**src/design/line_segment_window_clipper_core_assert.svh**
```systemverilog
// Assertion macros shared by the clipper RTL.
// Needs clk_i and rst_ni in the module that uses them.
`ifndef LINE_SEGMENT_WINDOW_CLIPPER_CORE_ASSERT_SVH
`define LINE_SEGMENT_WINDOW_CLIPPER_CORE_ASSERT_SVH

// Clocked check, off while reset is asserted.
`define LSC_ASSERT(lbl, prop, msg) \
  lbl: assert property (@(posedge clk_i) disable iff (!rst_ni) prop) else $error(msg);

// Clocked check that also holds during reset.
`define LSC_ASSERT_ALWAYS(lbl, prop, msg) \
  lbl: assert property (@(posedge clk_i) prop) else $error(msg);

`endif

```
**src/design/lsc_pkg.sv**
```systemverilog
// Shared types and constants of the segment clipper.
// No dependencies; imported by every module of the block.
`default_nettype none

package lsc_pkg;

  localparam int COORD_W     = 32;
  localparam int DIFF_W      = COORD_W + 1;
  localparam int MAG_W       = COORD_W;
  localparam int PROD_W      = 2 * MAG_W;
  localparam int QUO_W       = 35;
  localparam int HI_W        = PROD_W - QUO_W;
  localparam int RES_W       = QUO_W + 1;
  localparam int DIV_STAGES  = QUO_W;
  localparam int LANE_LAT    = DIV_STAGES + 3;
  localparam int NUM_LANES   = 4;
  localparam int QUEUE_DEPTH = 2;
  localparam int QPTR_W      = $clog2(QUEUE_DEPTH);
  localparam int QCNT_W      = $clog2(QUEUE_DEPTH + 1);
  localparam int CFG_IDX_W   = 2;

  // region code of one axis
  localparam logic [1:0] RC_NONE = 2'd0;
  localparam logic [1:0] RC_LOW  = 2'd1;
  localparam logic [1:0] RC_HIGH = 2'd2;

  // configuration register indexes
  localparam logic [CFG_IDX_W-1:0] CFG_LEFT   = 2'd0;
  localparam logic [CFG_IDX_W-1:0] CFG_RIGHT  = 2'd1;
  localparam logic [CFG_IDX_W-1:0] CFG_BOTTOM = 2'd2;
  localparam logic [CFG_IDX_W-1:0] CFG_TOP    = 2'd3;

  // crossing lanes: vertical / horizontal edge for each endpoint
  localparam int LANE_V1 = 0;
  localparam int LANE_H1 = 1;
  localparam int LANE_V2 = 2;
  localparam int LANE_H2 = 3;

  typedef logic signed [COORD_W-1:0] coord_t;
  typedef logic signed [DIFF_W-1:0]  diff_t;
  typedef logic signed [RES_W-1:0]   res_t;

  typedef struct packed {
    coord_t left;
    coord_t right;
    coord_t bottom;
    coord_t top;
  } window_t;

  typedef struct packed {
    coord_t     x1;
    coord_t     y1;
    coord_t     x2;
    coord_t     y2;
    logic [1:0] cx1;
    logic [1:0] cy1;
    logic [1:0] cx2;
    logic [1:0] cy2;
    logic       reject;
    diff_t      dx;
    diff_t      dy;
    diff_t      fl;
    diff_t      fr;
    diff_t      fb;
    diff_t      ft;
  } item_t;

  typedef struct packed {
    logic [MAG_W-1:0] nm;
    logic [MAG_W-1:0] fm;
    logic [MAG_W-1:0] dm;
    logic             neg;
    coord_t           base;
  } lane_op_t;

  typedef struct packed {
    res_t v;
    logic fail;
  } lane_res_t;

endpackage

`default_nettype wire

```
**src/design/lsc_seg_if.sv**
```systemverilog
// Input channel of the clipper: one segment per transaction.
// Uses lsc_pkg for the coordinate width.
`default_nettype none

interface lsc_seg_if;
  import lsc_pkg::*;

  logic                      valid;
  logic                      ready;
  logic signed [COORD_W-1:0] start_x;
  logic signed [COORD_W-1:0] start_y;
  logic signed [COORD_W-1:0] end_x;
  logic signed [COORD_W-1:0] end_y;

  modport source (output valid, start_x, start_y, end_x, end_y, input ready);
  modport sink (input valid, start_x, start_y, end_x, end_y, output ready);
endinterface

`default_nettype wire

```
**src/design/lsc_front.sv**
```systemverilog
// Front end: region codes, trivial reject and edge differences of a segment.
// Uses lsc_pkg and lsc_seg_if; feeds lsc_queue.
`default_nettype none

module lsc_front (
  lsc_seg_if.sink          seg_i,
  input  lsc_pkg::window_t win_i,
  input  logic             full_i,
  output logic             push_o,
  output lsc_pkg::item_t   item_o
);
  import lsc_pkg::*;

  function automatic logic [1:0] rcode(coord_t v, coord_t lo, coord_t hi);
    logic [1:0] c;
    if (v < lo) c = RC_LOW;
    else if (v > hi) c = RC_HIGH;
    else c = RC_NONE;
    return c;
  endfunction

  assign seg_i.ready = !full_i;
  assign push_o      = seg_i.valid && !full_i;

  always_comb begin
    item_o.x1  = seg_i.start_x;
    item_o.y1  = seg_i.start_y;
    item_o.x2  = seg_i.end_x;
    item_o.y2  = seg_i.end_y;
    item_o.cx1 = rcode(seg_i.start_x, win_i.left, win_i.right);
    item_o.cy1 = rcode(seg_i.start_y, win_i.bottom, win_i.top);
    item_o.cx2 = rcode(seg_i.end_x, win_i.left, win_i.right);
    item_o.cy2 = rcode(seg_i.end_y, win_i.bottom, win_i.top);
    // both ends beyond the same side: nothing visible, no zero divisor later
    item_o.reject = (item_o.cx1 != RC_NONE && item_o.cx1 == item_o.cx2) ||
                    (item_o.cy1 != RC_NONE && item_o.cy1 == item_o.cy2);
    item_o.dx = diff_t'(seg_i.end_x) - diff_t'(seg_i.start_x);
    item_o.dy = diff_t'(seg_i.end_y) - diff_t'(seg_i.start_y);
    item_o.fl = diff_t'(win_i.left) - diff_t'(seg_i.start_x);
    item_o.fr = diff_t'(win_i.right) - diff_t'(seg_i.start_x);
    item_o.fb = diff_t'(win_i.bottom) - diff_t'(seg_i.start_y);
    item_o.ft = diff_t'(win_i.top) - diff_t'(seg_i.start_y);
  end

endmodule

`default_nettype wire

```
**src/flat_wrapper.sv**
```systemverilog
// flat-port wrapper written by rule: the top's interface ports become plain ports
module lsc_front_flat import lsc_pkg::*;
  (win_i, full_i, push_o, item_o, seg_i_valid, seg_i_start_x, seg_i_start_y, seg_i_end_x, seg_i_end_y, seg_i_ready);
  lsc_seg_if seg_i_i ();
  input  lsc_pkg::window_t win_i;
  input  logic full_i;
  output logic push_o;
  output lsc_pkg::item_t item_o;
  input wire logic [$bits(seg_i_i.valid)-1:0] seg_i_valid;
  input wire logic [$bits(seg_i_i.start_x)-1:0] seg_i_start_x;
  input wire logic [$bits(seg_i_i.start_y)-1:0] seg_i_start_y;
  input wire logic [$bits(seg_i_i.end_x)-1:0] seg_i_end_x;
  input wire logic [$bits(seg_i_i.end_y)-1:0] seg_i_end_y;
  output wire logic [$bits(seg_i_i.ready)-1:0] seg_i_ready;
  assign seg_i_i.valid = seg_i_valid;
  assign seg_i_i.start_x = seg_i_start_x;
  assign seg_i_i.start_y = seg_i_start_y;
  assign seg_i_i.end_x = seg_i_end_x;
  assign seg_i_i.end_y = seg_i_end_y;
  assign seg_i_ready = seg_i_i.ready;
  lsc_front u_core (.seg_i(seg_i_i), .win_i(win_i), .full_i(full_i), .push_o(push_o), .item_o(item_o));
endmodule
```
**config.mk**
```make
export PLATFORM = sky130hd
export DESIGN_NAME = lsc_front_flat
export DESIGN_NICKNAME = d
export VERILOG_FILES = /design/src/design/line_segment_window_clipper_core_assert.svh /design/src/design/lsc_pkg.sv /design/src/design/lsc_seg_if.sv /design/src/design/lsc_front.sv /design/src/flat_wrapper.sv
export SDC_FILE = /design/constraint.sdc
export NUM_CORES = 1
export LEC_CHECK = 0
export BUFFER_PORTS_ARGS = -buffer_cell sky130_fd_sc_hd__buf_4
export CAP_MARGIN = 20
export CORE_AREA = 2 2 231 233
export DETAILED_ROUTE_END_ITERATION = 12
export DIE_AREA = 0 0 233 235
export PLACE_DENSITY = 0.52
export SETUP_SLACK_MARGIN = 0.05
export SYNTH_ARGS = -nofsm -noshare
export SYNTH_HDL_FRONTEND = slang
export SYNTH_SLANG_ARGS = --single-unit
```
**constraint.sdc**
```tcl
create_clock -name vclk -period 5.7
set_clock_uncertainty 0.05 [all_clocks]
set_input_delay 0.285 -clock vclk [all_inputs]
set_output_delay 0.285 -clock vclk [all_outputs]
set_load 0.02 [all_outputs]
```
==> flow_metrics.tcl <==
set metrics [dict create \
    status "finished clean" \
    leakagePower_uw 0.0101 \
    yosys_warnings 0 \
    ios 595 \
    p_per_area_nw_per_um2 152 \
    io_buffers 595 \
    drt_iter0_markers 829 \
    grt_pass1_vias 15957 \
    track_usage 0.219 \
    overflow 0 \
    yosysSeqAreaShare 0 \
    hold_ws_ns 0.728 \
    final_layout_size_suffix_gt1_frac 0.253 \
    pwr-share-seq 0 \
    diodes 0 \
    cp_data_required_time_ns 5.37 \
    swShare 0.587 \
    final-hold-violation-count 0 \
    netlist_area_um2 14200 \
    num_vias 16044 \
    fmax_ghz 0.255 \
    syn_area_per_cell_um2 7.04 \
    fillers 5575 \
    post-route-drc-count 0 \
    hpwl_um 57700 \
    ctsResizeCount 0 \
    report.final.setup_viol 0 \
    regArea_um2 0 \
    worstHoldPathType "input port to output pin" \
    grt_max_degree 9 \
    fp-row-count 84 \
    gp_congestion 0.913 \
    end_kind "output pin" \
    period_minus_slack_ns 3.92 \
    crit_type "input port to output pin" \
    max-slew-margin-rel 0.400 \
    start_kind "input port" \
    cpMaxStageDelayCell "or4_1" \
    setup_tns_ns 0 \
    muxShareOfSynthArea 0.00237 \
    synth_xor_area_frac 0.0948 \
    max-cap-violations 0 \
    wire_per_inst_um 20.1 \
    ys_types 79 \
    cts_setup_buffers 0 \
    initial_core_util 0.273 \
    layout.nets 3065 \
    intPower_uw 1170 \
    first_pass_iters 5 \
    clock_power_share 0 \
    comb_power_share 1.000 \
    synth_compound_area_frac 0.292 \
    clockBufferCount 0 \
    drv_slew 0 \
    synth_simple_gate_area_share 0.178 \
    hold_buffers 0 \
    cp_cell_sequence "buf_4 > inv_1 > ha_1 > a21o_1 > a21o_1 > a21o_1 > a211oi_1 > o211ai_1 > a21oi_1 > o41ai_1 > or4_1 > o211ai_2 > buf_4" \
    coreArea_um2 52200 \
    synthAdderAreaFrac 0.291 \
    final_core_util 0.355 \
    area_growth_pct 30.4 \
    crit_path_max_fanout 5 \
    synthCells 2021 \
    dieArea_um2 54800 \
    wirelength_um 63600 \
    syn-num-nets 2607 \
    synth_top_family_by_area "compound AO/OA/AOI/OAI gates" \
    cp_common_cell "a21o_1" \
    detail_route.vias_per_cell 5.07 \
    min_period_over_period 0.687 \
    antenna_found_initial 0 \
    rsz0062_at_grt "false" \
    power.switching_uw 1660 \
    final_cell_mix "buf_4, ha_1, inv_1, a21oi_1, nor2_1" \
    grt_pass1_wl_um 93200 \
    nFlopsAndLatches 0 \
    ir_drop_mv 0.0890 \
    cpPeakStageDelay_ns 0.53 \
    cp.arrival_ns 3.58 \
    antenna_left 0 \
    dieWidth_um 233 \
    final_common_cell "buf_4" \
    tightest_slew_ns 0.892 \
    fp.dieH_um 235 \
]
synth_stat cells, drive strengths merged, types with 6 or more instances:
| master | instances | area, um2 |
|---|---|---|
| ha | 322 | 4030 |
| inv | 267 | 1000 |
| a21oi | 167 | 836 |
| nor2 | 146 | 548 |
| buf | 129 | 966 |
| a21o | 123 | 925 |
| xnor2 | 113 | 990 |
| o21ai | 111 | 556 |
| nand2 | 94 | 353 |
| nand3 | 41 | 205 |
| xor2 | 41 | 359 |
| nand4 | 40 | 250 |
| o21a | 38 | 285 |
| nor2b | 37 | 239 |
| nor3 | 37 | 201 |
| nand2b | 28 | 175 |
| a211oi | 21 | 158 |
| and3 | 20 | 125 |
| o211ai | 20 | 160 |
| a31oi | 19 | 119 |
| o21bai | 17 | 128 |
| o31ai | 16 | 130 |
| clkbuf | 12 | 45.0 |
| a21boi | 10 | 75.1 |
| nor4 | 9 | 56.3 |
| or2 | 9 | 56.3 |
| and2 | 8 | 50.1 |
| o31a | 8 | 70.1 |
| or3 | 8 | 50.1 |
| a211o | 7 | 61.3 |
| and4 | 7 | 61.3 |
| nor3b | 7 | 52.6 |
| a221oi | 6 | 58.8 |
| fa | 6 | 120 |
| o22ai | 6 | 37.5 |
final timing paths:
check               from           to  slack, ns  cells after the start
max     seg_i_start_y[8]  item_o[198]       1.78                     13
min    seg_i_start_y[19]  item_o[290]       0.73                      2
kinds of logic (layout without fill, tap and decap cells):
| kind of cell | after synthesis | count (layout) |
|---|---|---|
| AOI/OAI and AO/OA | 624 | 624 |
| xor gates and xnor gates | 154 | 154 |
| adders and majority gates | 328 | 328 |
| buffers and inverters | 408 | 864 |
| muxes | 3 | 3 |
| and+or+nand+nor | 504 | 504 |
worst max-delay path: cells and delay by family:
family,cells,cell delay (ns)
AO/OA/AOI/OAI,8,1.99
AND/OR/NAND/NOR,1,0.53
adder cells (fa/ha/maj),1,0.33
buffers and inverters,3,0.44
metrics by stage:
step	std cells	instance area (um2)	power, uW	setup slack, ns
finish	3165	18600	2830	1.78
global route	3165	18600	3060	1.55
CTS	3165	18600	2850	1.74
detailed placement	3165	18600	2830	1.75
global placement	3165	18600	2820	1.75
floorplan	2021	14200	1700	2.52
per-layer routing:
metal / global-route usage / share of wire / wire, um / up-vias
li1: - / - / - / 8054
met1: 0.257 / 0.41 / 26400 / 7459
met2: 0.420 / 0.51 / 32500 / 468
met3: 0.0201 / 0.047 / 2990 / 63
met4: 0.0494 / 0.027 / 1710 / 0
met5: 0 / 0 / 0 / -
layout make-up:
class,count,area [um2],area share
multi-input cells,1613,12200,0.658
repair buffers,597,4480,0.241
inverters,267,1000,0.0540
well taps,688,861,0.0464
power by group through the flow:
stage | sequential, uW | combinational (uW) | clock, uW
5_1_grt | 0 | 3060 | 0
6_report | 0 | 2830 | 0
2_1_floorplan | 0 | 1700 | 0
3_3_place_gp | 0 | 2820 | 0
3_5_place_dp | 0 | 2830 | 0
4_1_cts | 0 | 2850 | 0
(Power assumes the default switching activity.)
