<file path="config.mk">
export PLATFORM = sky130hd
export DESIGN_NAME = lsc_queue
export DESIGN_NICKNAME = d
export VERILOG_FILES = /design/src/design/lsc_pkg.sv /design/src/design/lsc_queue.sv
export VERILOG_INCLUDE_DIRS = /design/src /design/src/design
export SDC_FILE = /design/constraint.sdc
export NUM_CORES = 1
export LEC_CHECK = 0
export BUFFER_PORTS_ARGS = -buffer_cell sky130_fd_sc_hd__buf_2
export CAP_MARGIN = 25
export CORE_AREA = 2 2 261 263
export CTS_CLUSTER_DIAMETER = 150
export CTS_CLUSTER_SIZE = 20
export DETAILED_ROUTE_END_ITERATION = 12
export DIE_AREA = 0 0 263 265
export GPL_ROUTABILITY_DRIVEN = 0
export GPL_TIMING_DRIVEN = 0
export PLACE_DENSITY = 0.58
export SLEW_MARGIN = 20
export SYNTH_ARGS = -nofsm -noshare
export SYNTH_HDL_FRONTEND = slang
export SYNTH_SLANG_ARGS = --single-unit
</file>
<file path="constraint.sdc">
create_clock -name clk_i -period 24.3 [get_ports clk_i]
set_clock_uncertainty 0.15 [all_clocks]
set_input_delay 1.215 -clock clk_i [delete_from_list [all_inputs] [get_ports clk_i]]
set_output_delay 1.215 -clock clk_i [all_outputs]
set_load 0.02 [all_outputs]
</file>
<file path="src/design/line_segment_window_clipper_core_assert.svh">
// Assertion macros shared by the clipper RTL.
// Needs clk_i and rst_ni in the module that uses them.
`ifndef LINE_SEGMENT_WINDOW_CLIPPER_CORE_ASSERT_SVH
`define LINE_SEGMENT_WINDOW_CLIPPER_CORE_ASSERT_SVH

// Clocked check, off while reset is asserted.
`define LSC_ASSERT(lbl, prop, msg) \
  lbl: assert property (@(posedge clk_i) disable iff (!rst_ni) prop) else $error(msg);

// Clocked check that also holds during reset.
`define LSC_ASSERT_ALWAYS(lbl, prop, msg) \
  lbl: assert property (@(posedge clk_i) prop) else $error(msg);

`endif

</file>
<file path="src/design/lsc_pkg.sv">
// Shared types and constants of the segment clipper.
// No dependencies; imported by every module of the block.
`default_nettype none

package lsc_pkg;

  localparam int COORD_W     = 32;
  localparam int DIFF_W      = COORD_W + 1;
  localparam int MAG_W       = COORD_W;
  localparam int PROD_W      = 2 * MAG_W;
  localparam int QUO_W       = 35;
  localparam int HI_W        = PROD_W - QUO_W;
  localparam int RES_W       = QUO_W + 1;
  localparam int DIV_STAGES  = QUO_W;
  localparam int LANE_LAT    = DIV_STAGES + 3;
  localparam int NUM_LANES   = 4;
  localparam int QUEUE_DEPTH = 2;
  localparam int QPTR_W      = $clog2(QUEUE_DEPTH);
  localparam int QCNT_W      = $clog2(QUEUE_DEPTH + 1);
  localparam int CFG_IDX_W   = 2;

  // region code of one axis
  localparam logic [1:0] RC_NONE = 2'd0;
  localparam logic [1:0] RC_LOW  = 2'd1;
  localparam logic [1:0] RC_HIGH = 2'd2;

  // configuration register indexes
  localparam logic [CFG_IDX_W-1:0] CFG_LEFT   = 2'd0;
  localparam logic [CFG_IDX_W-1:0] CFG_RIGHT  = 2'd1;
  localparam logic [CFG_IDX_W-1:0] CFG_BOTTOM = 2'd2;
  localparam logic [CFG_IDX_W-1:0] CFG_TOP    = 2'd3;

  // crossing lanes: vertical / horizontal edge for each endpoint
  localparam int LANE_V1 = 0;
  localparam int LANE_H1 = 1;
  localparam int LANE_V2 = 2;
  localparam int LANE_H2 = 3;

  typedef logic signed [COORD_W-1:0] coord_t;
  typedef logic signed [DIFF_W-1:0]  diff_t;
  typedef logic signed [RES_W-1:0]   res_t;

  typedef struct packed {
    coord_t left;
    coord_t right;
    coord_t bottom;
    coord_t top;
  } window_t;

  typedef struct packed {
    coord_t     x1;
    coord_t     y1;
    coord_t     x2;
    coord_t     y2;
    logic [1:0] cx1;
    logic [1:0] cy1;
    logic [1:0] cx2;
    logic [1:0] cy2;
    logic       reject;
    diff_t      dx;
    diff_t      dy;
    diff_t      fl;
    diff_t      fr;
    diff_t      fb;
    diff_t      ft;
  } item_t;

  typedef struct packed {
    logic [MAG_W-1:0] nm;
    logic [MAG_W-1:0] fm;
    logic [MAG_W-1:0] dm;
    logic             neg;
    coord_t           base;
  } lane_op_t;

  typedef struct packed {
    res_t v;
    logic fail;
  } lane_res_t;

endpackage

`default_nettype wire

</file>
<file path="src/design/lsc_queue.sv">
// Two-entry queue between the front end and the crossing pipeline.
// Uses lsc_pkg and the assertion header.
`default_nettype none

`include "line_segment_window_clipper_core_assert.svh"

module lsc_queue (
  input  logic           clk_i,
  input  logic           rst_ni,
  input  logic           push_i,
  input  lsc_pkg::item_t item_i,
  output logic           full_o,
  input  logic           pop_i,
  output logic           valid_o,
  output lsc_pkg::item_t item_o
);
  import lsc_pkg::*;

  item_t             mem_q [QUEUE_DEPTH];
  logic [QPTR_W-1:0] wr_ptr_q, wr_ptr_d;
  logic [QPTR_W-1:0] rd_ptr_q, rd_ptr_d;
  logic [QCNT_W-1:0] cnt_q, cnt_d;

  assign full_o  = cnt_q == QCNT_W'(QUEUE_DEPTH);
  assign valid_o = cnt_q != '0;
  assign item_o  = mem_q[rd_ptr_q];

  always_comb begin
    wr_ptr_d = push_i ? wr_ptr_q + 1'b1 : wr_ptr_q;
    rd_ptr_d = pop_i ? rd_ptr_q + 1'b1 : rd_ptr_q;
    cnt_d    = cnt_q;
    if (push_i && !pop_i) cnt_d = cnt_q + 1'b1;
    else if (pop_i && !push_i) cnt_d = cnt_q - 1'b1;
  end

  always_ff @(posedge clk_i or negedge rst_ni) begin
    if (!rst_ni) begin
      wr_ptr_q <= '0;
      rd_ptr_q <= '0;
      cnt_q    <= '0;
    end else begin
      wr_ptr_q <= wr_ptr_d;
      rd_ptr_q <= rd_ptr_d;
      cnt_q    <= cnt_d;
    end
  end

  always_ff @(posedge clk_i) begin
    if (push_i) begin
      mem_q[wr_ptr_q] <= item_i;
    end
  end

  `LSC_ASSERT(a_cnt_bound, cnt_q <= QCNT_W'(QUEUE_DEPTH), "queue count beyond depth")
  `LSC_ASSERT(a_cnt_up, (push_i && !pop_i) |=> cnt_q == $past(cnt_q) + 1'b1, "count missed push")
  `LSC_ASSERT(a_pop_nonempty, pop_i |-> valid_o, "pop from empty queue")

endmodule

`default_nettype wire

</file>
==> results of run 1 <==
-- cells by family (layout without fill, tap and decap cells) --
group	count (synthesis)	count (layout)	synth area share, %
XOR/XNOR	5	5	0.179
buffers and inverters	38	786	1.10
multiplexers	335	335	16.0
AND/OR/NAND/NOR	5	5	0.117
adder cells (fa/ha/maj)	1	1	0.0511
flip-flops	674	674	82.5
other	0	9	0
-- layout make-up --
type                            count  area, sq um
Clock inverter                      1         8.76
Sequential cell                   674        20200
Multi-Input combinational cell    346         4020
Inverter                            1         3.75
Clock buffer                       49         1060
Tap cell                          873         1090
Antenna cell                        9         22.5
Fill cell                        5863        36200
Buffer                             37          267
Timing Repair Buffer              698         3920
-- state kept, by name, summed over array words and instances (netlist names) --
register	cells
cnt_q	2
wr_ptr_q	1
rd_ptr_q	1
mem_q	670
-- report_power, final --
group	switching, W	total, W	internal [W]
Combinational	0.000811	0.00134	0.000530
Sequential	0.0000441	0.00158	0.00153
Clock	0.000352	0.000658	0.000306
-- layer usage --
metal,GRT usage (%),share of wire [%]
met5,0,0.18
met4,5.08,2.8
met3,6.13,8.4
met2,29.6,53
met1,17.5,36
-- path summary, 6_finish.rpt --
| kind | startpoint | endpoint | slack [ps] | cells after the start |
|---|---|---|---|---|
| min reg2reg | cnt_q[1] | cnt_q[1] | 350 | 1 |
| min | rst_ni | cnt_q[1] | 290 | 1 |
| max | rd_ptr_q | item_o[232] | 20690 | 4 |
| max reg2reg | wr_ptr_q | mem_q[1][254] | 21870 | 4 |
| min in group clk_i | cnt_q[1] | cnt_q[1] | 350 | 1 |
| max in group asynchronous | rst_ni | rd_ptr_q | 23570 | 1 |
-- per-stage QoR --
| stage | util [%] | instances |
|---|---|---|
| after detailed placement | 44.2 | 2629 |
| after global placement | 43.4 | 2606 |
| after global routing | 45.8 | 2684 |
| after floorplan | - | 1058 |
| final | 45.8 | 2688 |
| after CTS | 45.8 | 2679 |
-- worst max-delay path, stage by stage (launching register included) --
cell and delay [ps]:
dfrtp_1 370, buf_2 400, buf_4 340, mux2_2 370, buf_2 180
-- cell usage in the layout, fill, tap and decap left out --
master,instances
ha_1,1
nor2b_1,1
clkbuf_16,41
xor2_1,4
mux2_2,295
and2_4,1
clkinv_4,1
buf_2,687
diode_2,9
buf_16,11
inv_1,1
buf_6,5
clkbuf_1,8
or2_2,1
edfxtp_1,670
xnor2_1,1
nor2_1,1
nor2b_4,1
mux2_4,40
dfrtp_1,4
buf_4,20
buf_12,12
==> results_dict.tcl, run 1 <==
set metrics [dict create \
    total_leakage_power_nw 11.5 \
    power_w 0.00358 \
    cts_sinks 674 \
    synth_edf_count 670 \
    numCtsBuffers 39 \
    die_area_sq_mm 0.0697 \
    start_util_pct 36.7 \
    path_clk_slew_ps 90 \
    synth_cell_type_count 15 \
    wirelength_um 59000 \
    setup_tns_ps 0 \
    synthTopCellsByCount "670 x edfxtp_1, 295 x mux2_2, 40 x mux2_4, 20 x buf_4, 12 x buf_2" \
    cp_data_arrival_time_ps 2240 \
    grt-ovfl-total 0 \
    post-dp-hpwl_um 43500 \
    yosys.area.top_type "edfxtp_1" \
    ant_nets 0 \
    dpl_worst_slack_ps 20940 \
    pwr_density_cell_mw_per_mm2 117 \
    fin_crit_sh_pct 14.8 \
    synthTopCellsByArea "edfxtp_1 82%, mux2_2 14%, mux2_4 2.5%" \
    end_kind "primary output" \
    drt_iter0_drc 740 \
    core_area_sq_mm 0.0668 \
    min_path_type "input pin to async pin" \
    insertion_delay_ps 570 \
    final-max-slew-violation-count 0 \
    vias_per_cell 4.66 \
    max_slew_margin_pct 60.1 \
    synth_warnings 0 \
    hold_buffers 0 \
    cp.required_ps 22930 \
    area_growth_pct 24.9 \
    cts_root_buffer "clkbuf_16" \
    grt_pass1_wl_um 84500 \
    max_freq_ghz 0.277 \
    postCtsSetupBuffers 0 \
    syn_area_sq_mm 0.0245 \
    cts_resized 0 \
    grt_use_total_pct 16.3 \
    io_buffers 675 \
    grt_pass1_vias 13300 \
    hold_viol 0 \
    dieWidth_um 263 \
    grt_max_degree 51 \
    yosysTopAreaCellShare_pct 82.1 \
    synth-seq-cells 674 \
    start_kind "flip-flop" \
    synthesis.nets 1398 \
    rsz0062_at_grt "false" \
    drc 0 \
    drt_first_pass_iters 4 \
    nets 2137 \
    synth-seq-area-share_pct 82.5 \
    worst_pin_slew_ps 598 \
    h-tree-depth 2 \
    placed_cell_area_sq_mm 0.0295 \
    core.rowCount 95 \
    synth-async-reset-ratio_pct 0.593 \
    crit_fanout 10 \
    layout-drive-gt1-share_pct 61.7 \
    cts_buffer_depth 3 \
    syn_inst 1058 \
    finalCriticalPeriod_ps 3610 \
    io_pins 676 \
    yosysMostFrequentCell "edfxtp_1" \
    fin_ws_ps 20690 \
    synthFlopType "edfxtp_1" \
    whs_ps 289 \
    final_area_sq_mm 0.0306 \
    vias 12500 \
    status "complete, no violations" \
    wire_per_inst_um 21.9 \
    ir_drop_uv 70.7 \
    antenna_found_initial 19 \
    finalSetupViolCount 0 \
    path_class "flip-flop to primary output" \
    avgSynthCellArea_sq_um 23.2 \
    max_cap_viol_count 0 \
    cts_tree "done" \
    fp.dieH_um 265 \
]
Note: power is estimated with default switching activity, not from simulation.
==> run 2, diff against run 1 <==
Settings changed: CORE_AREA 2 2 261 263 to 2 2 260 262, DIE_AREA 0 0 263 265 to 0 0 262 264, PLACE_DENSITY 0.58 to 0.61.
Clock period 24.3 ns to 3 ns, I/O delays scaled along.
==> results_dict.tcl, run 2 (synthesized netlist as in run 1, its figures left out) <==
set metrics [dict create \
    status "complete, no violations" \
    core.rowCount 95 \
    total_leakage_power_nw 12.9 \
    max_slew_margin_pct 52.2 \
    insertion_delay_ps 570 \
    start_kind "flip-flop" \
    crit_chain "nor2b_4 -> buf_16 -> buf_12 -> buf_12 -> buf_12 -> buf_12 -> buf_12" \
    min_path_type "input pin to flip-flop" \
    rsz0062_at_grt "false" \
    cp_data_arrival_time_ps 2940 \
    cts_resized 0 \
    regArea_sq_mm 0.0202 \
    fp.dieH_um 264 \
    numCtsBuffers 39 \
    drc 0 \
    largest_reg_flops 670 \
    wire_per_inst_um 19.9 \
    cp.required_ps 3110 \
    hold_buffers 339 \
    cts_sinks 674 \
    wirelength_um 60200 \
    hold_viol 0 \
    finalSetupViolCount 0 \
    grt_pass1_vias 15200 \
    crit_fanout 25 \
    worst_pin_slew_ps 716 \
    max_stage_delay_ps 600 \
    postCtsSetupBuffers 0 \
    placed_cell_area_sq_mm 0.0295 \
    start_util_pct 36.8 \
    vias_per_cell 4.58 \
    layout_common_cells "687 x buf_2, 670 x edfxtp_1, 339 x dlygate4sd3_1" \
    dieWidth_um 262 \
    vias 13800 \
    io_buffers 675 \
    h-tree-depth 2 \
    finalCriticalPeriod_ps 2830 \
    end_kind "flip-flop" \
    max_cap_viol_count 0 \
    final_area_sq_mm 0.0340 \
    post-dp-hpwl_um 42300 \
    grt-ovfl-total 0 \
    antenna_found_initial 7 \
    regMostFlops "mem_q" \
    cts_buffer_depth 3 \
    final-max-slew-violation-count 0 \
    ir_drop_uv 586 \
    path_class "flip-flop to flip-flop" \
    layout-drive-gt1-share_pct 52.0 \
    grt_pass1_wl_um 88000 \
    grt_use_total_pct 16.8 \
    nets 2476 \
    cp_slowest_cell "nor2b_4" \
    max_freq_ghz 0.353 \
    pwr_density_cell_mw_per_mm2 863 \
    fin_crit_sh_pct 94.3 \
    num-fill-cells 5422 \
    ant_nets 0 \
    top_regs "mem_q (670), cnt_q (2)" \
    die_area_sq_mm 0.0692 \
    cts_tree "done" \
    setup_tns_ps 0 \
    area_growth_pct 38.7 \
    cts_root_buffer "clkbuf_16" \
    cpMostUsedCell "buf_12" \
    drt_iter0_drc 785 \
    multiInputGateArea_sq_mm 0.00402 \
    final_common_cell "buf_2" \
    drt_first_pass_iters 5 \
    grt_max_degree 52 \
    core_area_sq_mm 0.0666 \
    path_clk_slew_ps 90 \
    io_pins 676 \
]
-- run 2: changes by cell type in the layout (fill, tap and decap cells not counted), sizes merged --
cell         previous run  this run
dlygate4sd3             0       339
diode                   9         3
-- run 2: per-layer routing --
metal	global-route usage [%]	wire length, um
met2	30.2	31100
met1	18.6	22200
met3	4.65	4650
met5	0	0
met4	6.46	2230
-- run 2: worst paths after layout --
path	start	to	slack (ps)	cells past startpoint
max	wr_ptr_q	mem_q[0][171]	170	7
min	item_i[58]	mem_q[1][58]	150	2
max reg2reg	wr_ptr_q	mem_q[0][171]	170	7
min reg2reg	wr_ptr_q	wr_ptr_q	400	1
max in group asynchronous	rst_ni	wr_ptr_q	2200	3
min in group asynchronous	rst_ni	rd_ptr_q	330	3
-- run 2: cell type report --
| class | count | share of cell area (%) |
|---|---|---|
| well taps | 873 | 3.22 |
| clock inverters | 1 | 0.0258 |
| flip-flops and latches | 674 | 59.5 |
| plain buffers | 37 | 0.785 |
| multi-input cells | 346 | 11.8 |
| inverters | 1 | 0.0110 |
| repair buffers | 1037 | 21.5 |
| clock buffers | 49 | 3.11 |
| diodes | 3 | 0.0221 |
-- run 2: metrics by stage --
stage,std cells,hold WS [ps],utilization [%],power (W),setup slack [ps]
floorplan,1058,-296,-,0.0202,-2970
global placement,2606,-191,43.5,0.0234,-5800
detailed placement,2629,-187,44.3,0.0240,138
CTS,3018,106,51.0,0.0297,103
global route,3021,120,51.0,0.0307,9.15
finish,3021,146,51.0,0.0293,171
-- run 2: worst max-delay path: cells and delay by family, from the launching register on --
family / cells / cell delay, ps
buffers and inverters: 6 / 1290
AND/OR/NAND/NOR: 1 / 600
flip-flops: 1 / 430
-- run 2: where the power goes --
| part | switching, W | leakage, nW | internal [W] | total (W) |
|---|---|---|---|---|
| clock network | 0.00281 | 0.519 | 0.00248 | 0.00528 |
| registers | 0.000374 | 6.33 | 0.0124 | 0.0128 |
| logic | 0.00668 | 6.01 | 0.00457 | 0.0112 |
